## config.mk

```make
export PLATFORM = sky130hd
export DESIGN_NAME = frustum_plane_extractor
export DESIGN_NICKNAME = d
export VERILOG_FILES = /design/src/sv/frx_pkg.sv /design/src/sv/frx_sqacc.sv /design/src/sv/frx_isqrt.sv /design/src/sv/frx_div.sv /design/src/sv/frustum_plane_extractor.sv
export SDC_FILE = /design/constraint.sdc
export NUM_CORES = 2
export LEC_CHECK = 0
export BUFFER_PORTS_ARGS = -buffer_cell sky130_fd_sc_hd__clkbuf_2
export CORE_AREA = 5 5 374 376
export CTS_BUF_LIST = sky130_fd_sc_hd__clkbuf_8
export DETAILED_ROUTE_END_ITERATION = 7
export DIE_AREA = 0 0 379 381
export GPL_TIMING_DRIVEN = 0
export PLACE_DENSITY = 0.75
export SYNTH_ARGS = -nofsm -noshare
export SYNTH_HDL_FRONTEND = slang
export SYNTH_HIERARCHICAL = 1
export SYNTH_SLANG_ARGS = --single-unit
```

## constraint.sdc

```tcl
create_clock -name clk -period 26.3 [get_ports clk]
set_input_delay 7.89 -clock clk [delete_from_list [all_inputs] [get_ports clk]]
set_output_delay 7.89 -clock clk [all_outputs]
set_load 0.05 [all_outputs]
```

## src/sv/frx_pkg.sv

```systemverilog
package frx_pkg;

    // element and intermediate widths
    localparam int VAL_W = 32;
    localparam int MAG_W = 33;
    localparam int SUM_W = 66;
    localparam int LEN_W = 33;

    // plane codes and the row that holds w
    localparam logic [2:0] PLANE_LEFT = 3'd0;
    localparam logic [2:0] PLANE_FAR  = 3'd5;
    localparam logic [1:0] W_ROW      = 2'd3;

    typedef logic [MAG_W-1:0] mag_t;

    typedef struct packed {
        logic [3:0]              element_index;
        logic signed [VAL_W-1:0] element_value;
        logic                    load_done;
    } elem_t;

    typedef struct packed {
        logic [2:0]              plane_id;
        logic signed [VAL_W-1:0] coef_a;
        logic signed [VAL_W-1:0] coef_b;
        logic signed [VAL_W-1:0] coef_c;
        logic signed [VAL_W-1:0] coef_d;
        logic                    degenerate;
        logic                    last_plane;
    } plane_t;

endpackage

```

## src/sv/frx_sqacc.sv

```systemverilog
module frx_sqacc (
    input  logic                        clk,
    input  logic                        rst_n,
    input  logic                        start,
    input  frx_pkg::mag_t [2:0]         mags,
    output logic                        done,
    output logic [frx_pkg::SUM_W-1:0]   sum
);
    import frx_pkg::*;

    logic             busy_reg;
    logic             done_reg;
    logic [1:0]       idx_reg;
    logic [SUM_W-1:0] mcand_reg;
    logic [SUM_W-1:0] acc_reg;
    mag_t             mplr_reg;
    logic [1:0]       idx_inc;

    assign idx_inc = idx_reg + 2'd1;

    // control: one operand after another, each until its multiplier runs out of ones
    always_ff @(posedge clk or negedge rst_n)
    begin
        if (!rst_n)
        begin
            busy_reg <= 1'b0;
            done_reg <= 1'b0;
            idx_reg  <= 2'd0;
        end
        else
        begin
            done_reg <= 1'b0;
            if (start)
            begin
                busy_reg <= 1'b1;
                idx_reg  <= 2'd0;
            end
            else if (busy_reg && mplr_reg == '0)
            begin
                if (idx_reg == 2'd2)
                begin
                    busy_reg <= 1'b0;
                    done_reg <= 1'b1;
                end
                else
                begin
                    idx_reg <= idx_inc;
                end
            end
        end
    end

    // shift-add squaring, one multiplier bit per cycle
    always_ff @(posedge clk)
    begin
        if (start)
        begin
            acc_reg   <= '0;
            mplr_reg  <= mags[0];
            mcand_reg <= SUM_W'(mags[0]);
        end
        else if (busy_reg)
        begin
            if (mplr_reg == '0)
            begin
                if (idx_reg != 2'd2)
                begin
                    mplr_reg  <= mags[idx_inc];
                    mcand_reg <= SUM_W'(mags[idx_inc]);
                end
            end
            else
            begin
                if (mplr_reg[0])
                    acc_reg <= acc_reg + mcand_reg;
                mplr_reg  <= mplr_reg >> 1;
                mcand_reg <= mcand_reg << 1;
            end
        end
    end

    assign done = done_reg;
    assign sum  = acc_reg;

endmodule

```

## src/sv/frx_isqrt.sv

```systemverilog
module frx_isqrt (
    input  logic                        clk,
    input  logic                        rst_n,
    input  logic                        start,
    input  logic [frx_pkg::SUM_W-1:0]   radicand,
    output logic                        done,
    output logic [frx_pkg::LEN_W-1:0]   root
);
    import frx_pkg::*;

    localparam int STEPS = SUM_W / 2;
    localparam int CNT_W = $clog2(STEPS);

    logic             busy_reg;
    logic             done_reg;
    logic [CNT_W-1:0] cnt_reg;
    logic [SUM_W-1:0] s_reg;
    logic [LEN_W+2:0] rem_reg;
    logic [LEN_W-1:0] root_reg;
    logic [LEN_W+2:0] rem_sh;
    logic [LEN_W+2:0] trial;
    logic             ge;

    // one root bit per cycle from the top pair of radicand bits
    assign rem_sh = {rem_reg[LEN_W:0], s_reg[SUM_W-1 -: 2]};
    assign trial  = {1'b0, root_reg, 2'b01};
    assign ge     = rem_sh >= trial;

    always_ff @(posedge clk or negedge rst_n)
    begin
        if (!rst_n)
        begin
            busy_reg <= 1'b0;
            done_reg <= 1'b0;
            cnt_reg  <= '0;
        end
        else
        begin
            done_reg <= 1'b0;
            if (start)
            begin
                busy_reg <= 1'b1;
                cnt_reg  <= CNT_W'(STEPS - 1);
            end
            else if (busy_reg)
            begin
                cnt_reg <= cnt_reg - 1'b1;
                if (cnt_reg == '0)
                begin
                    busy_reg <= 1'b0;
                    done_reg <= 1'b1;
                end
            end
        end
    end

    always_ff @(posedge clk)
    begin
        if (start)
        begin
            s_reg    <= radicand;
            rem_reg  <= '0;
            root_reg <= '0;
        end
        else if (busy_reg)
        begin
            s_reg    <= s_reg << 2;
            rem_reg  <= ge ? (rem_sh - trial) : rem_sh;
            root_reg <= {root_reg[LEN_W-2:0], ge};
        end
    end

    assign done = done_reg;
    assign root = root_reg;

endmodule

```

## src/sv/frx_div.sv

```systemverilog
module frx_div #(
    parameter int NUM_W = 50
) (
    input  logic                        clk,
    input  logic                        rst_n,
    input  logic                        start,
    input  logic [NUM_W-1:0]            num,
    input  logic [frx_pkg::LEN_W-1:0]   den,
    output logic                        done,
    output logic [NUM_W-1:0]            quo
);
    import frx_pkg::*;

    localparam int CNT_W = $clog2(NUM_W);

    logic             busy_reg;
    logic             done_reg;
    logic [CNT_W-1:0] cnt_reg;
    logic [NUM_W-1:0] num_reg;
    logic [NUM_W-1:0] quo_reg;
    logic [LEN_W-1:0] den_reg;
    logic [LEN_W-1:0] rem_reg;
    logic [LEN_W:0]   rem_sh;
    logic [LEN_W:0]   diff;
    logic             ge;

    // restoring division, one quotient bit per cycle
    assign rem_sh = {rem_reg, num_reg[NUM_W-1]};
    assign diff   = rem_sh - {1'b0, den_reg};
    assign ge     = rem_sh >= {1'b0, den_reg};

    always_ff @(posedge clk or negedge rst_n)
    begin
        if (!rst_n)
        begin
            busy_reg <= 1'b0;
            done_reg <= 1'b0;
            cnt_reg  <= '0;
        end
        else
        begin
            done_reg <= 1'b0;
            if (start)
            begin
                busy_reg <= 1'b1;
                cnt_reg  <= CNT_W'(NUM_W - 1);
            end
            else if (busy_reg)
            begin
                cnt_reg <= cnt_reg - 1'b1;
                if (cnt_reg == '0)
                begin
                    busy_reg <= 1'b0;
                    done_reg <= 1'b1;
                end
            end
        end
    end

    always_ff @(posedge clk)
    begin
        if (start)
        begin
            num_reg <= num;
            den_reg <= den;
            rem_reg <= '0;
            quo_reg <= '0;
        end
        else if (busy_reg)
        begin
            num_reg <= num_reg << 1;
            rem_reg <= ge ? diff[LEN_W-1:0] : rem_sh[LEN_W-1:0];
            quo_reg <= {quo_reg[NUM_W-2:0], ge};
        end
    end

    assign done = done_reg;
    assign quo  = quo_reg;

endmodule

```

## src/sv/frustum_plane_extractor.sv

```systemverilog
// Channel   Dir  Type            Transaction
// elem      in   frx_pkg::elem_t one clip-matrix element, column-major index
// plane     out  frx_pkg::plane_t one normalized plane, left..far, last on far
//
// An element without load_done is only stored. An element with load_done starts a run
// of six planes; each one passes the fetch steps, the serial squarer and, unless its
// squared sum is zero, the square-root unit and the divider.
// Reset clears control only; the matrix memory holds whatever was written last.
// elem_stall stays high for the whole run; a plane held by plane_stall blocks the next one.
module frustum_plane_extractor #(
    parameter int FRAC_BITS = 16
) (
    input  logic            clk,
    input  logic            rst_n,
    input  logic            elem_valid,
    output logic            elem_stall,
    input  frx_pkg::elem_t  elem,
    output logic            plane_valid,
    input  logic            plane_stall,
    output frx_pkg::plane_t plane
);
    import frx_pkg::*;

    localparam int NUM_W = MAG_W + FRAC_BITS + 1;

    typedef enum logic [3:0] {
        S_IDLE, S_FETCH, S_RAW, S_SQ, S_SQW, S_ISQ, S_ISQW, S_DIV, S_DIVW, S_EMIT
    } state_t;

    state_t                    state_reg;
    logic [2:0]                plane_reg;
    logic [1:0]                k_reg;
    logic                      out_valid_reg;
    plane_t                    out_reg;
    logic [VAL_W-1:0]          store_mem [16];
    logic [VAL_W-1:0]          rd_w_reg;
    logic [VAL_W-1:0]          rd_e_reg;
    logic [3:0][MAG_W-1:0]     raw_reg;
    logic [3:0][VAL_W-1:0]     coef_reg;
    logic                      degen_reg;
    logic [MAG_W-1:0]          raw_calc;
    mag_t [3:0]                mags;
    logic                      sq_done;
    logic [SUM_W-1:0]          sq_sum;
    logic                      rt_done;
    logic [LEN_W-1:0]          len;
    logic                      dv_done;
    logic [NUM_W-1:0]          dv_num;
    logic [NUM_W-1:0]          dv_quo;
    logic                      sat_neg;
    logic [VAL_W-1:0]          sat_val;
    logic                      accept;

    assign accept     = elem_valid && !elem_stall;
    assign elem_stall = (state_reg != S_IDLE);

    // matrix memory, two registered reads
    always_ff @(posedge clk)
    begin
        if (accept)
            store_mem[elem.element_index] <= elem.element_value;
        rd_w_reg <= store_mem[{k_reg, W_ROW}];
        rd_e_reg <= store_mem[{k_reg, plane_reg[2:1]}];
    end

    // w row plus or minus the selected row
    assign raw_calc = plane_reg[0]
        ? ({rd_w_reg[VAL_W-1], rd_w_reg} - {rd_e_reg[VAL_W-1], rd_e_reg})
        : ({rd_w_reg[VAL_W-1], rd_w_reg} + {rd_e_reg[VAL_W-1], rd_e_reg});

    always_comb
    begin
        for (int i = 0; i < 4; i++)
            mags[i] = raw_reg[i][MAG_W-1] ? (~raw_reg[i] + 1'b1) : raw_reg[i];
    end

    // rounded numerator: |raw| scaled, plus half the length
    assign dv_num = (NUM_W'(mags[k_reg]) << FRAC_BITS) + NUM_W'(len >> 1);

    // saturate the quotient into 32 signed bits
    assign sat_neg = raw_reg[k_reg][MAG_W-1];
    always_comb
    begin
        if (sat_neg)
        begin
            if ((dv_quo[NUM_W-1:VAL_W] != '0) || (dv_quo[VAL_W-1] && dv_quo[VAL_W-2:0] != '0))
                sat_val = {1'b1, {(VAL_W-1){1'b0}}};
            else
                sat_val = ~dv_quo[VAL_W-1:0] + 1'b1;
        end
        else
        begin
            if (dv_quo[NUM_W-1:VAL_W-1] != '0)
                sat_val = {1'b0, {(VAL_W-1){1'b1}}};
            else
                sat_val = dv_quo[VAL_W-1:0];
        end
    end

    frx_sqacc u_sqacc (
        .clk      (clk),
        .rst_n    (rst_n),
        .start    (state_reg == S_SQ),
        .mags     (mags[2:0]),
        .done     (sq_done),
        .sum      (sq_sum)
    );

    frx_isqrt u_isqrt (
        .clk      (clk),
        .rst_n    (rst_n),
        .start    (state_reg == S_ISQ),
        .radicand (sq_sum),
        .done     (rt_done),
        .root     (len)
    );

    frx_div #(
        .NUM_W (NUM_W)
    ) u_div (
        .clk      (clk),
        .rst_n    (rst_n),
        .start    (state_reg == S_DIV),
        .num      (dv_num),
        .den      (len),
        .done     (dv_done),
        .quo      (dv_quo)
    );

    // sequencer
    always_ff @(posedge clk or negedge rst_n)
    begin
        if (!rst_n)
        begin
            state_reg     <= S_IDLE;
            plane_reg     <= PLANE_LEFT;
            k_reg         <= 2'd0;
            out_valid_reg <= 1'b0;
        end
        else
        begin
            // output slot drains when taken; S_EMIT refills it itself
            if (!plane_stall && state_reg != S_EMIT)
                out_valid_reg <= 1'b0;
            unique case (state_reg)
                S_IDLE:
                begin
                    if (accept && elem.load_done)
                    begin
                        plane_reg <= PLANE_LEFT;
                        k_reg     <= 2'd0;
                        state_reg <= S_FETCH;
                    end
                end
                S_FETCH: state_reg <= S_RAW;
                S_RAW:
                begin
                    k_reg <= k_reg + 2'd1;
                    state_reg <= (k_reg == 2'd3) ? S_SQ : S_FETCH;
                end
                S_SQ: state_reg <= S_SQW;
                S_SQW:
                begin
                    if (sq_done)
                        state_reg <= (sq_sum == '0) ? S_EMIT : S_ISQ;
                end
                S_ISQ: state_reg <= S_ISQW;
                S_ISQW:
                begin
                    if (rt_done)
                    begin
                        k_reg     <= 2'd0;
                        state_reg <= S_DIV;
                    end
                end
                S_DIV: state_reg <= S_DIVW;
                S_DIVW:
                begin
                    if (dv_done)
                    begin
                        k_reg     <= k_reg + 2'd1;
                        state_reg <= (k_reg == 2'd3) ? S_EMIT : S_DIV;
                    end
                end
                S_EMIT:
                begin
                    if (!out_valid_reg || !plane_stall)
                    begin
                        out_valid_reg <= 1'b1;
                        k_reg         <= 2'd0;
                        if (plane_reg == PLANE_FAR)
                        begin
                            plane_reg <= PLANE_LEFT;
                            state_reg <= S_IDLE;
                        end
                        else
                        begin
                            plane_reg <= plane_reg + 3'd1;
                            state_reg <= S_FETCH;
                        end
                    end
                end
                default: state_reg <= S_IDLE;
            endcase
        end
    end

    // datapath registers
    always_ff @(posedge clk)
    begin
        if (state_reg == S_RAW)
            raw_reg[k_reg] <= raw_calc;
        if (state_reg == S_SQW && sq_done)
            degen_reg <= (sq_sum == '0);
        if (state_reg == S_DIVW && dv_done)
            coef_reg[k_reg] <= sat_val;
        if (state_reg == S_EMIT && (!out_valid_reg || !plane_stall))
        begin
            out_reg.plane_id   <= plane_reg;
            out_reg.coef_a     <= degen_reg ? '0 : coef_reg[0];
            out_reg.coef_b     <= degen_reg ? '0 : coef_reg[1];
            out_reg.coef_c     <= degen_reg ? '0 : coef_reg[2];
            out_reg.coef_d     <= degen_reg ? '0 : coef_reg[3];
            out_reg.degenerate <= degen_reg;
            out_reg.last_plane <= (plane_reg == PLANE_FAR);
        end
    end

    assign plane_valid = out_valid_reg;
    assign plane       = out_reg;

    // a degenerate plane carries zero coefficients
    a_degen_zero: assert property (@(posedge clk) disable iff (!rst_n)
        plane_valid && plane.degenerate |->
            plane.coef_a == '0 && plane.coef_b == '0 && plane.coef_c == '0 && plane.coef_d == '0)
        else $error("degenerate plane with nonzero coefficients");

    // only the far plane closes a run
    a_last_far: assert property (@(posedge clk) disable iff (!rst_n)
        plane_valid && plane.last_plane |-> plane.plane_id == PLANE_FAR)
        else $error("last_plane on a plane other than far");

    // the final element starts a run that blocks further elements
    a_run_starts: assert property (@(posedge clk) disable iff (!rst_n)
        accept && elem.load_done |=> elem_stall)
        else $error("final element did not start plane extraction");

endmodule
```

==> flow_metrics.py <==
metrics = {
    "sta": {
        "drv_slew": 0,
        "setup_viol": 0,
        "whs_ps": 459,
        "clock_skew_ps": 63.0,
        "timing.final.crit_share": 0.399,
        "fmax_mhz": 95.3,
        "slew-limit-headroom": 0.0236,
        "max_slew.worst_pin.slew_ps": 1440,
        "final.min_clock_period_ps": 10500,
        "finalHoldViolations": 0,
        "finalSetupTns_ps": 0,
        "rsz0062_at_grt": "no",
    },
    "drt": {
        "vias": 50500,
        "ant_nets": 0,
        "drt-met1-wl_um": 80400,
        "finalWirelength_um": 200000,
        "drt_iter0_drc": 5305,
        "met3_length_um": 15900,
        "drc": 0,
        "wl_met2_um": 94900,
        "viasPerCell": 6.16,
        "highest_layer": "met5",
        "wl_per_cell_um": 24.4,
        "drtPass1Iterations": 6,
    },
    "critical_path": {
        "crit_type": "register to output port",
        "crit_fanout": 10,
        "cp_cell_sequence": "clkbuf_1, nor4_2, inv_1, clkbuf_2",
        "slowest_delay_ps": 620,
        "cp.required_ps": 18410,
        "slowest_stage": "nor4_2",
        "worstPathArrival_ps": 2610,
        "end_kind": "output port",
        "crit_path_start_kind": "register",
    },
    "clock_tree": {
        "clk_path_buf_depth": 3,
        "postCtsHoldBufs": 0,
        "post-cts-setup-buffer-count": 0,
        "cts_tree": "built",
        "cts_made_buffers": 227,
        "h-tree-depth": 4,
        "cts_resized": 0,
        "clk_pin_slew_worst_paths_ps": 70,
        "clock-sinks": 1464,
        "insertion_delay_ps": 980,
        "clockRootBuffer": "clkbuf_8",
    },
    "logic_synthesis": {
        "seq_area_frac_synth": 0.570,
        "synthDistinctLibCells": 121,
        "syn_inst": 5743,
        "yosysWarnings": 6,
        "synth_flop_cell": "edfxtp_1",
        "syn_avg_cell_area_um2": 12.4,
        "syn-num-nets": 5985,
        "synth-seq-cells": 1464,
        "synth-edff-count": 1121,
        "netlist_area_mm2": 0.0714,
        "async_flop_share": 0.0205,
    },
    "finish": {
        "finalNetCount": 6434,
        "drive_gt1_frac": 0.161,
        "final_common_cell": "edfxtp_1",
        "synthToLayoutAreaGrowth_pct": 12.4,
        "final_cell_mix": "1,121 x edfxtp_1, 440 x nor2_1, 386 x nand2_1",
        "largest_reg_flops": 512,
        "final_core_util": 0.588,
        "fillers": 10800,
    },
    "power_and_ir_drop": {
        "power_density_mw_per_mm2": 55.6,
        "clkPwrFrac": 0.443,
        "power.leakage_uw": 0.0279,
        "power.share.switching": 0.213,
        "p_switching_uw": 951,
        "pwr-share-comb": 0.004,
        "seqPwrFrac": 0.553,
        "peakVddDrop_v": 0.0000627,
        "p_int_uw": 3510,
    },
    "die": {
        "start_util": 0.523,
        "pin_count": 176,
        "coreArea_mm2": 0.136,
        "die_x_um": 379,
        "die_area_mm2": 0.144,
        "placementRows": 136,
        "fp.dieH_um": 381,
    },
    "place": {
        "place_hpwl_um": 146000,
        "gp_congestion": 0.976,
        "numPortBuffers": 175,
    },
    "global_routing": {
        "grt_pass1_wl_um": 301000,
        "grt_max_degree": 67,
        "grt_use_total": 0.273,
        "grt_pass1_vias": 49500,
        "antenna_found_initial": 5,
        "grt_overflow": 0,
    },
    "min_path": {
        "hold_class": "register to register",
    },
    "job": {
        "max_cap_viol_count": 0,
    },
    "status": {
        "status": "completed",
    },
}
cell families after synthesis:
| group | count (synthesis) | share of synthesized area |
|---|---|---|
| adder cells (fa/ha/maj) | 201 | 0.0356 |
| buffers and inverters | 491 | 0.0277 |
| other | 1 | 0.0000525 |
| XOR/XNOR | 316 | 0.0388 |
| flip-flops | 1464 | 0.570 |
| AND/OR/NAND/NOR | 1618 | 0.113 |
| multiplexers | 474 | 0.105 |
| AO/OA/AOI/OAI | 1178 | 0.111 |
final timing paths:
path | startpoint | endpoint | slack [ps] | cells past startpoint
setup / recovery | state_reg[3] | elem_stall | 15800 | 4
hold / removal | u_isqrt/done | state_reg[1] | 460 | 1
setup reg to reg | k_reg[1] | u_div/num_reg[44] | 18250 | 19
hold reg to reg | u_isqrt/done | state_reg[1] | 460 | 1
max in group asynchronous | rst_n | u_div/cnt_reg[4] | 18340 | 1
min in group asynchronous | rst_n | u_sqacc/busy_reg | 7170 | 1
layout make-up:
class	count	area [um^2]	share of cell area
Sequential cell	1464	40700	0.507
Timing Repair Buffer	220	1620	0.0202
Clock inverter	182	1340	0.0167
Multi-Input combinational cell	3788	28900	0.360
Inverter	184	693	0.00864
Clock buffer	251	3450	0.0431
Antenna cell	4	10.0	0.000125
Tap cell	1794	2240	0.0280
Buffer	307	1290	0.0160
worst max-delay path, delay by kind of cell (launching register included):
kind | cells | cell delay [ps]
AND/OR/NAND/NOR | 1 | 620
buffers and inverters | 3 | 610
flip-flops | 1 | 390
power groups by stage:
stage               Sequential [uW]  Clock [uW]  Combinational, uW
floorplan                      2520           0              0.398
global placement               2520           0               13.5
detailed placement             2520           0               15.5
CTS                            2470        2010               15.5
global route                   2470        2130               17.3
finish                         2470        1980               15.8
cell usage after synthesis (15+ instances only):
master | instances | area (um^2)
a311oi_1 | 30 | 263
buf_2 | 17 | 85.1
mux2i_1 | 148 | 1480
nor3b_1 | 15 | 113
clkbuf_1 | 240 | 901
edfxtp_1 | 1121 | 33700
xnor2_1 | 234 | 2050
nor2b_1 | 169 | 1060
o21ai_1 | 36 | 180
o211ai_1 | 19 | 143
or4_1 | 22 | 165
mux4_2 | 206 | 4640
nor3_1 | 88 | 440
o21bai_1 | 31 | 233
a31oi_1 | 33 | 206
and3_1 | 34 | 213
nand3_1 | 104 | 521
or2_2 | 16 | 100
dfrtp_1 | 30 | 751
xor2_1 | 82 | 718
o41ai_1 | 26 | 228
nand2b_1 | 44 | 275
a22o_1 | 36 | 315
or3_1 | 45 | 282
a211oi_1 | 44 | 330
o311ai_1 | 16 | 140
and2_1 | 38 | 238
dfxtp_1 | 313 | 6270
buf_1 | 37 | 139
a21oi_1 | 353 | 1770
mux2_2 | 119 | 1340
inv_1 | 180 | 676
o31ai_1 | 51 | 383
nand2_1 | 386 | 1450
nand4_1 | 65 | 407
o21a_1 | 21 | 158
o21ai_0 | 221 | 1110
ha_1 | 197 | 2460
a21o_1 | 76 | 571
nor2_1 | 453 | 1700
nor4_1 | 73 | 457
metrics by stage:
step / worst slack [ps] / area (um^2) / total power [uW] / cells
after floorplan: 11180 / 71400 / 2520 / 5743
after global placement: 8190 / 74500 / 2530 / 7712
after detailed placement: 15480 / 75400 / 2530 / 7755
after CTS: 15700 / 80200 / 4490 / 8188
after global routing: 15650 / 80200 / 4610 / 8191
final: 15800 / 80200 / 4460 / 8194
layer usage:
layer | track usage | up-vias
met5 | 0 | -
met2 | 0.447 | 2469
li1 | - | 22800
met1 | 0.360 | 24700
met3 | 0.0499 | 510
met4 | 0.113 | 2
Power figures use the tool's default switching activity.
